--- config.mk ---
export PLATFORM = sky130hd
export DESIGN_NAME = mrc_frame
export DESIGN_NICKNAME = d
export VERILOG_FILES = /design/src/hw/rtl/mrc_pkg.sv /design/src/hw/rtl/mrc_crc_byte.sv /design/src/hw/rtl/mrc_frame.sv
export SDC_FILE = /design/constraint.sdc
export NUM_CORES = 1
export LEC_CHECK = 0
export BUFFER_PORTS_ARGS = -buffer_cell sky130_fd_sc_hd__buf_2
export CAP_MARGIN = 40
export CORE_MARGIN = 2
export CORE_UTILIZATION = 50
export CTS_CLUSTER_SIZE = 12
export DETAILED_ROUTE_END_ITERATION = 7
export PLACE_DENSITY = 0.71
export SLEW_MARGIN = 20
export SYNTH_ARGS = -nofsm -noshare
export SYNTH_HDL_FRONTEND = slang
export SYNTH_HIERARCHICAL = 1
export SYNTH_SLANG_ARGS = --single-unit
export TNS_END_PERCENT = 5
--- constraint.sdc ---
create_clock -name clk -period 7.25 [get_ports clk]
set_input_delay 0 -clock clk [delete_from_list [all_inputs] [get_ports clk]]
set_output_delay 0 -clock clk [all_outputs]
set_load 0.01 [all_outputs]
--- src/hw/rtl/mrc_pkg.sv ---
`default_nettype none

package mrc_pkg;

  // crc-16 as used on the serial line (reflected form)
  localparam logic [15:0] CRC_INIT = 16'hFFFF;
  localparam logic [15:0] CRC_POLY = 16'hA001;

  // function codes with extra reply checks
  localparam logic [6:0] FN_READ_HOLDING   = 7'h03;
  localparam logic [6:0] FN_WRITE_SINGLE   = 7'h06;
  localparam logic [6:0] FN_WRITE_MULTIPLE = 7'h10;

  // exception replies carry the function code with this bit set
  localparam logic [7:0] EXC_MARK = 8'h80;

  // address and length limits
  localparam logic [7:0]  SLAVE_MAX      = 8'd247;
  localparam logic [15:0] READ_COUNT_MAX = 16'd125;
  localparam logic [8:0]  MIN_LEN        = 9'd5;
  localparam logic [8:0]  ECHO_MIN_LEN   = 9'd8;

  // bits of the mismatch flags
  localparam int MM_SLAVE   = 0;
  localparam int MM_FUNC    = 1;
  localparam int MM_PAYLOAD = 2;

  // widths of the packed input and output tdata
  localparam int IN_DATA_W  = 64;
  localparam int OUT_DATA_W = 40;

  typedef enum logic {
    REQ_START = 1'b0,
    REQ_BYTE  = 1'b1
  } req_type_t;

  typedef enum logic {
    KIND_REG    = 1'b0,
    KIND_STATUS = 1'b1
  } out_kind_t;

  typedef enum logic [1:0] {
    ST_OK        = 2'd0,
    ST_CRC_ERR   = 2'd1,
    ST_MISMATCH  = 2'd2,
    ST_EXCEPTION = 2'd3
  } status_t;

  typedef struct packed {
    req_type_t   req_type;
    logic [7:0]  expected_slave;
    logic [6:0]  function_code;
    logic [7:0]  expected_len;
    logic [15:0] first_word;
    logic [15:0] second_word;
    logic [7:0]  byte_value;
  } req_t;

  typedef struct packed {
    out_kind_t   out_kind;
    logic [6:0]  reg_index;
    logic [15:0] reg_value;
    status_t     status;
    logic [7:0]  exception_code;
  } rsp_t;

endpackage

`default_nettype wire

--- src/hw/rtl/mrc_crc_byte.sv ---
`default_nettype none

module mrc_crc_byte
  import mrc_pkg::*;
(
  input  wire logic [15:0] crc_in,
  input  wire logic [7:0]  data,
  output logic      [15:0] crc_out
);

  // eight shift steps of the reflected crc, unrolled
  always_comb begin
    logic [15:0] c;
    c = crc_in ^ {8'h00, data};
    for (int k = 0; k < 8; k++) begin
      if (c[0]) begin
        c = (c >> 1) ^ CRC_POLY;
      end else begin
        c = c >> 1;
      end
    end
    crc_out = c;
  end

endmodule

`default_nettype wire

--- src/hw/rtl/mrc_frame.sv ---
`default_nettype none

module mrc_frame
  import mrc_pkg::*;
#(
  parameter int MAX_FRAME = 256
) (
  input  wire logic clk,
  input  wire logic rst,
  input  wire logic item_valid,
  input  wire req_t item,
  output logic      rsp_valid,
  output rsp_t      rsp
);

  localparam int POS_W = $clog2(MAX_FRAME);
  localparam int LEN_W = $clog2(MAX_FRAME + 1);
  localparam logic [8:0] MAX_LEN9 = 9'(MAX_FRAME);

  // frame state
  logic              frame_active, frame_active_next;
  logic [15:0]       running_crc, running_crc_next;
  logic [POS_W-1:0]  byte_position, byte_position_next;
  logic [LEN_W-1:0]  frame_length, frame_length_next;
  logic [7:0]        want_slave, want_slave_next;
  logic [6:0]        want_function, want_function_next;
  logic [15:0]       echo_words [2];
  logic [15:0]       echo_words_next [2];
  logic [15:0]       crc_held, crc_held_next;
  logic [7:0]        low_crc_byte, low_crc_byte_next;
  logic [7:0]        high_data_byte, high_data_byte_next;
  logic [2:0]        mismatch_flags, mismatch_flags_next;
  logic              exception_flag, exception_flag_next;

  logic [15:0] crc_fed;

  mrc_crc_byte u_crc (
    .crc_in  (running_crc),
    .data    (item.byte_value),
    .crc_out (crc_fed)
  );

  // step logic for one item
  always_comb begin
    logic [8:0]       len9;
    logic [LEN_W-1:0] len_eff;
    logic [LEN_W:0]   pos_ext;
    logic             exc_now;
    logic [2:0]       mm;
    logic [7:0]       b;
    logic [7:0]       idx8;
    logic [15:0]      echo_w;
    logic [7:0]       echo_b;
    logic [15:0]      got;
    status_t          st;

    frame_active_next   = frame_active;
    running_crc_next    = running_crc;
    byte_position_next  = byte_position;
    frame_length_next   = frame_length;
    want_slave_next     = want_slave;
    want_function_next  = want_function;
    echo_words_next[0]  = echo_words[0];
    echo_words_next[1]  = echo_words[1];
    crc_held_next       = crc_held;
    low_crc_byte_next   = low_crc_byte;
    high_data_byte_next = high_data_byte;
    mismatch_flags_next = mismatch_flags;
    exception_flag_next = exception_flag;
    rsp_valid           = 1'b0;
    rsp                 = '0;

    len9    = {1'b0, item.expected_len};
    len_eff = frame_length;
    pos_ext = '0;
    exc_now = exception_flag;
    mm      = mismatch_flags;
    b       = item.byte_value;
    idx8    = 8'(byte_position) - 8'd4;
    echo_w  = (byte_position < POS_W'(4)) ? echo_words[0] : echo_words[1];
    echo_b  = byte_position[0] ? echo_w[7:0] : echo_w[15:8];
    got     = {b, low_crc_byte};
    st      = ST_OK;

    if (item.req_type == REQ_START) begin
      // arm a new frame, dropping any frame in progress
      if (len9 < MIN_LEN) begin
        len9 = MIN_LEN;
      end else if (len9 > MAX_LEN9) begin
        len9 = MAX_LEN9;
      end
      mm = '0;
      if (item.expected_slave == 8'd0 || item.expected_slave > SLAVE_MAX) begin
        mm[MM_SLAVE] = 1'b1;
      end
      if (item.function_code == FN_READ_HOLDING &&
          (item.second_word == 16'd0 || item.second_word > READ_COUNT_MAX)) begin
        mm[MM_PAYLOAD] = 1'b1;
      end
      if ((item.function_code == FN_WRITE_SINGLE ||
           item.function_code == FN_WRITE_MULTIPLE) && len9 < ECHO_MIN_LEN) begin
        mm[MM_PAYLOAD] = 1'b1;
      end
      frame_active_next   = 1'b1;
      running_crc_next    = CRC_INIT;
      byte_position_next  = '0;
      frame_length_next   = LEN_W'(len9);
      want_slave_next     = item.expected_slave;
      want_function_next  = item.function_code;
      echo_words_next[0]  = item.first_word;
      echo_words_next[1]  = item.second_word;
      crc_held_next       = '0;
      low_crc_byte_next   = '0;
      high_data_byte_next = '0;
      mismatch_flags_next = mm;
      exception_flag_next = 1'b0;
    end else if (frame_active) begin
      // function byte: exception reply shrinks the frame
      if (byte_position == POS_W'(1)) begin
        if (b == ({1'b0, want_function} | EXC_MARK)) begin
          exc_now = 1'b1;
          len_eff = LEN_W'(MIN_LEN);
        end else if (b != {1'b0, want_function}) begin
          mm[MM_FUNC] = 1'b1;
        end
      end
      pos_ext = (LEN_W + 1)'(byte_position);
      exception_flag_next = exc_now;
      frame_length_next   = len_eff;

      if (pos_ext + (LEN_W + 1)'(2) < {1'b0, len_eff}) begin
        // header and data bytes go through the crc
        running_crc_next   = crc_fed;
        byte_position_next = byte_position + POS_W'(1);
        if (byte_position == POS_W'(0)) begin
          if (b != want_slave) begin
            mm[MM_SLAVE] = 1'b1;
          end
        end else if (byte_position == POS_W'(1)) begin
          // handled above
        end else if (exc_now) begin
          high_data_byte_next = b;
        end else if (want_function == FN_READ_HOLDING) begin
          if (byte_position == POS_W'(2)) begin
            if (b != {echo_words[1][6:0], 1'b0}) begin
              mm[MM_PAYLOAD] = 1'b1;
            end
          end else if (byte_position[0]) begin
            high_data_byte_next = b;
          end else begin
            rsp_valid          = 1'b1;
            rsp.out_kind       = KIND_REG;
            rsp.reg_index      = idx8[7:1];
            rsp.reg_value      = {high_data_byte, b};
            rsp.status         = ST_OK;
            rsp.exception_code = '0;
          end
        end else if ((want_function == FN_WRITE_SINGLE ||
                      want_function == FN_WRITE_MULTIPLE) &&
                     byte_position <= POS_W'(5)) begin
          if (b != echo_b) begin
            mm[MM_PAYLOAD] = 1'b1;
          end
        end
      end else if (LEN_W'(byte_position) != len_eff - LEN_W'(1)) begin
        // low crc byte
        crc_held_next      = running_crc;
        low_crc_byte_next  = b;
        byte_position_next = byte_position + POS_W'(1);
      end else begin
        // high crc byte: close the frame and report
        frame_active_next  = 1'b0;
        byte_position_next = '0;
        if (got != crc_held) begin
          st = ST_CRC_ERR;
        end else if (mm[MM_SLAVE]) begin
          st = ST_MISMATCH;
        end else if (exc_now) begin
          st = ST_EXCEPTION;
        end else if (mm[MM_FUNC] || mm[MM_PAYLOAD]) begin
          st = ST_MISMATCH;
        end else begin
          st = ST_OK;
        end
        rsp_valid          = 1'b1;
        rsp.out_kind       = KIND_STATUS;
        rsp.reg_index      = '0;
        rsp.reg_value      = '0;
        rsp.status         = st;
        rsp.exception_code = exc_now ? high_data_byte : 8'h00;
      end
      mismatch_flags_next = mm;
    end
  end

  // state registers
  always_ff @(posedge clk) begin
    if (rst) begin
      frame_active   <= 1'b0;
      running_crc    <= CRC_INIT;
      byte_position  <= '0;
      frame_length   <= '0;
      want_slave     <= '0;
      want_function  <= '0;
      echo_words[0]  <= '0;
      echo_words[1]  <= '0;
      crc_held       <= '0;
      low_crc_byte   <= '0;
      high_data_byte <= '0;
      mismatch_flags <= '0;
      exception_flag <= 1'b0;
    end else if (item_valid) begin
      frame_active   <= frame_active_next;
      running_crc    <= running_crc_next;
      byte_position  <= byte_position_next;
      frame_length   <= frame_length_next;
      want_slave     <= want_slave_next;
      want_function  <= want_function_next;
      echo_words[0]  <= echo_words_next[0];
      echo_words[1]  <= echo_words_next[1];
      crc_held       <= crc_held_next;
      low_crc_byte   <= low_crc_byte_next;
      high_data_byte <= high_data_byte_next;
      mismatch_flags <= mismatch_flags_next;
      exception_flag <= exception_flag_next;
    end
  end

endmodule

`default_nettype wire

==> key figures <==
STA
  – Worst Clk Skew: between 0.007 and 0.008 ns
  – Actual transition at the worst max-transition pin: between 0.7 and 0.8 ns
  – Final-layout setup total negative slack: 0 ns
  – Minimum period implied by the final worst setup slack: 4.841 ns
  – Remaining max-slew budget at the tightest pin: 0.4828
  – Final Hold Violating Endpoints: 0
  – Fin Hold WS: 0.06082 ns
  – Crit share post-route: 0.6677
  – Number of setup violations in the final report: 0
  – Unrepaired setup endpoints after global routing: false
  – Fmax: 206.6 MHz
  – Final max-slew violation count: 0

Global routing
  – Met2 capacity usage during global routing: 0.4236
  – Most congested layer reported by global routing: met2
  – First-pass GRT wire length: around 29000 um
  – Global routing met3 resource utilization: 0.06559
  – GRT Overall Usage: 0.2557
  – Pin count of the biggest net entering global routing: ~50
  – Vias in the first global route: roughly 5700
  – Antenna violations before repair: 1
  – Remaining Overflow, GRT: 0
  – Met1 Resource Use GR: 0.3103

Place
  – Total cell area at the placement stage: around 7200 um2
  – Final Wtd Congestion: 0.9235
  – DPL Wire Length: roughly 12000 um
  – Port bufs: about 100

Yosys
  – Synthesized net count: between 700 and 800
  – Total standard cell area after synthesis: about 6700 um2
  – Distinct cells, synth: 71
  – Mean instance size in the synthesized netlist: between 9 and 10 um2
  – Total of warnings raised by yosys: 6
  – Area contributors post-synth: dfxtp_1 (25%), edfxtp_1 (14%), xor2_1 (6.4%)
  – Sequential cell area fraction in the yosys report: 0.3987
  – Cell type with the largest total area after synthesis: dfxtp_1
  – Most instantiated library cell after synthesis: dfxtp_1
  – Post-synth ARST share: 0
  – Dominant register cell in the synthesized netlist: dfxtp_1
  – Count of flip-flops with a built-in enable after synthesis: 32
  – Most frequent cells after synthesis: dfxtp_1 (85), and2_1 (60), nand2_1 (56)
  – Register bit total from synthesis: between 100 and 150
  – Instance count of the mapped netlist: 692
  – Portion of synthesized cell area occupied by the leading cell type: 0.2548

Pwr
  – IR drop worst, VDD: 0.1623 mV
  – Cell Pwr Density: roughly 230 nW/um2
  – Leakage power total: 3.560 nW
  – Net switching power: 0.4583 mW
  – Switching portion of total power: 0.2377
  – Share of power burned in the clock network: 0.487
  – Logic gate share of total power: 0.136
  – Internal Power: between 1 and 1.5 mW
  – Power Total: just under 2 mW
  – Part of the power in registers: 0.377

Clock network
  – Level count of the clock H-tree: 4
  – CTS tree: done
  – # Post-CTS Setup Buffers: 0
  – Number of sinks on the clock net: 117
  – Clock Pin Slew Worst Setup and Hold Paths: roughly 0.05 ns
  – Clock latency of the later-clocked register in the worst-skew pair: between 0.4 and 0.5 ns
  – Buffers from clock root to sink, at most: 2
  – Count of cells resized by post-cts repair: 0
  – Clock root buffer master: clkbuf_16
  – Number of buffers added by the clock tree synthesis step: 17

Route
  – Avg Vias per Cell: 5.708
  – DRC marker count from the first detailed-route iteration: 370
  – Number of iterations in the first detailed-routing pass: 5
  – Routed wire per std cell: 17.77 um
  – Number of vias after detailed routing: 5839
  – Number of routed nets with antenna violations: 0
  – Detailed Route WL: about 18000 um
  – DRC violations left: 0

Flow run
  – Max-capacitance violation count: 0

Finish
  – Share of layout cells above drive strength 1: 0.1998
  – Number of nets in the layout: ~900
  – Area added between synthesis and finish: 26.83%
  – Final Cell Area: around 8500 um2

Floorplan
  – Horizontal die dimension: roughly 120 um
  – Vertical extent of the die: approximately 120 um
  – Die footprint: between 10000 and 15000 um2
  – Num ports: ~100
  – Placement Rows: 42
  – Initial Utilization: 0.5084
  – Area of the core region: between 10000 and 15000 um2

Critical path
  – Largest fanout of any net on the critical path: 14
  – Cells traversed along the worst timing path: nor4_4 > and3_4 > and4_1 > nor2_1 > ha_1 > nand2b_1 > a2bb2oi_1 > o21ai_0 > a2111o_1 > o31a_4 > or4_4 > a311oi_1 > buf_2
  – Slowest cell on the critical path: nor4_4
  – Required time reported for the critical path endpoint: 7.25 ns
  – Arrival time worst endpoint: just under 5 ns
  – Type of destination of the critical path: output pin
  – Critical path start-end classification: reg -> out
  – Delay of the slowest cell on the worst path: approximately 0.50 ns
  – Worst path top cell family by delay: simple AND/OR/NAND/NOR gates
  – Kind of launch point of the worst setup path: register
  – Buffer and inverter count on the worst path: 1

Status
  – Result of the run: finished clean

Worst hold path
  – Path class of the lowest-slack min-delay path: in -> reg
flip-flops by register name (all words and copies together), names as in the netlist:
signal,cells
crc_held,16
want_slave,8
mismatch_flags,3
low_crc_byte,8
frame_active,1
frame_length,9
want_function,7
running_crc,16
echo_words,32
byte_position,8
high_data_byte,8
exception_flag,1
layout make-up:
class / count / area, um2
flip-flops and latches: 117 / 2663
inverters: 19 / 71.32
repair buffers: 165 / 1146
diodes: 1 / 2.502
clock buffers: 18 / 429.2
fillers: 1042 / 4667
well taps: 176 / 220.2
clock inverters: 14 / 232.7
multi-input cells: 513 / 3706
worst reg2reg max path: stages (launching register included):
cell,delay (ns)
dfxtp_1,0.48
nor4_4,0.50
and3_4,0.27
and4_1,0.39
nor2_1,0.10
ha_1,0.30
nand2b_1,0.16
a2bb2oi_1,0.17
o21ai_0,0.09
a2111o_1,0.46
o31a_4,0.40
o22a_4,0.21
a21oi_4,0.55
a22o_1,0.26
cell families (layout without fill, tap and decap cells):
logic type	after synthesis	count (layout)	share of synthesized area
multiplexers	8	8	0.02698
other	0	1	0
XOR/XNOR	84	84	0.1156
adder cells (fa/ha/maj)	20	20	0.03747
AND/OR/NAND/NOR	257	257	0.2164
buffers and inverters	62	216	0.04702
flip-flops	117	117	0.3987
AO/OA/AOI/OAI	144	144	0.1579
layout by cell type (no fill, tap or decap), types with 4 or more instances in the layout:
cell type / instances
bufinv_16: 6
a21oi_1: 35
clkbuf_16: 17
xnor2_1: 31
nand4_1: 12
o22ai_1: 17
a21o_1: 4
mux4_2: 8
ha_1: 20
dlygate4sd3_1: 59
a22o_1: 33
and2_1: 60
a22oi_1: 5
nor3_1: 15
a311oi_1: 4
nor4_1: 14
o21ai_0: 14
nand2_1: 56
nand3_1: 10
dfxtp_1: 85
xor2_1: 49
a31oi_1: 6
nor2_1: 33
buf_2: 101
nor2b_1: 4
nand2b_1: 22
edfxtp_1: 32
inv_1: 18
buf_4: 4
worst paths after layout:
kind | startpoint | to | slack, ns | cells after the start
setup / recovery | byte_position[4] | rsp[9] | 2.41 | 13
hold / removal | item[2] | low_crc_byte[2] | 0.06 | 2
setup reg to reg | byte_position[4] | low_crc_byte[7] | 2.86 | 13
hold reg to reg | want_slave[5] | want_slave[5] | 0.47 | 2
metrics by stage:
| stage | instances | setup slack, ns | utilization |
|---|---|---|---|
| CTS | 1020 | 2.402 | 0.6425 |
| detailed placement | 929 | 2.852 | 0.5471 |
| finish | 1023 | 2.409 | 0.6448 |
| global route | 1023 | 2.249 | 0.6448 |
| floorplan | 692 | 3.438 | - |
| global placement | 928 | 2.874 | 0.5463 |
per-layer routing:
metal | share of wire | vias to the layer above
li1 | - | 2762
met1 | 0.41 | 2784
met2 | 0.48 | 236
met3 | 0.061 | 57
met4 | 0.041 | 0
met5 | 0 | -
timing repair:
action	CTS	global route
hold buffers	59	0
hold endpoints to repair	56	0
endpoints found under the setup margin	0	0
power groups by stage:
| stage | combinational (mW) | clock, mW | sequential (mW) |
|---|---|---|---|
| floorplan | 0.175 | 0 | 0.731 |
| global placement | 0.227 | 0 | 0.738 |
| detailed placement | 0.231 | 0 | 0.739 |
| CTS | 0.257 | 0.948 | 0.725 |
| global route | 0.285 | 0.982 | 0.729 |
| finish | 0.262 | 0.939 | 0.726 |
Note: power is estimated with default switching activity, not from simulation.
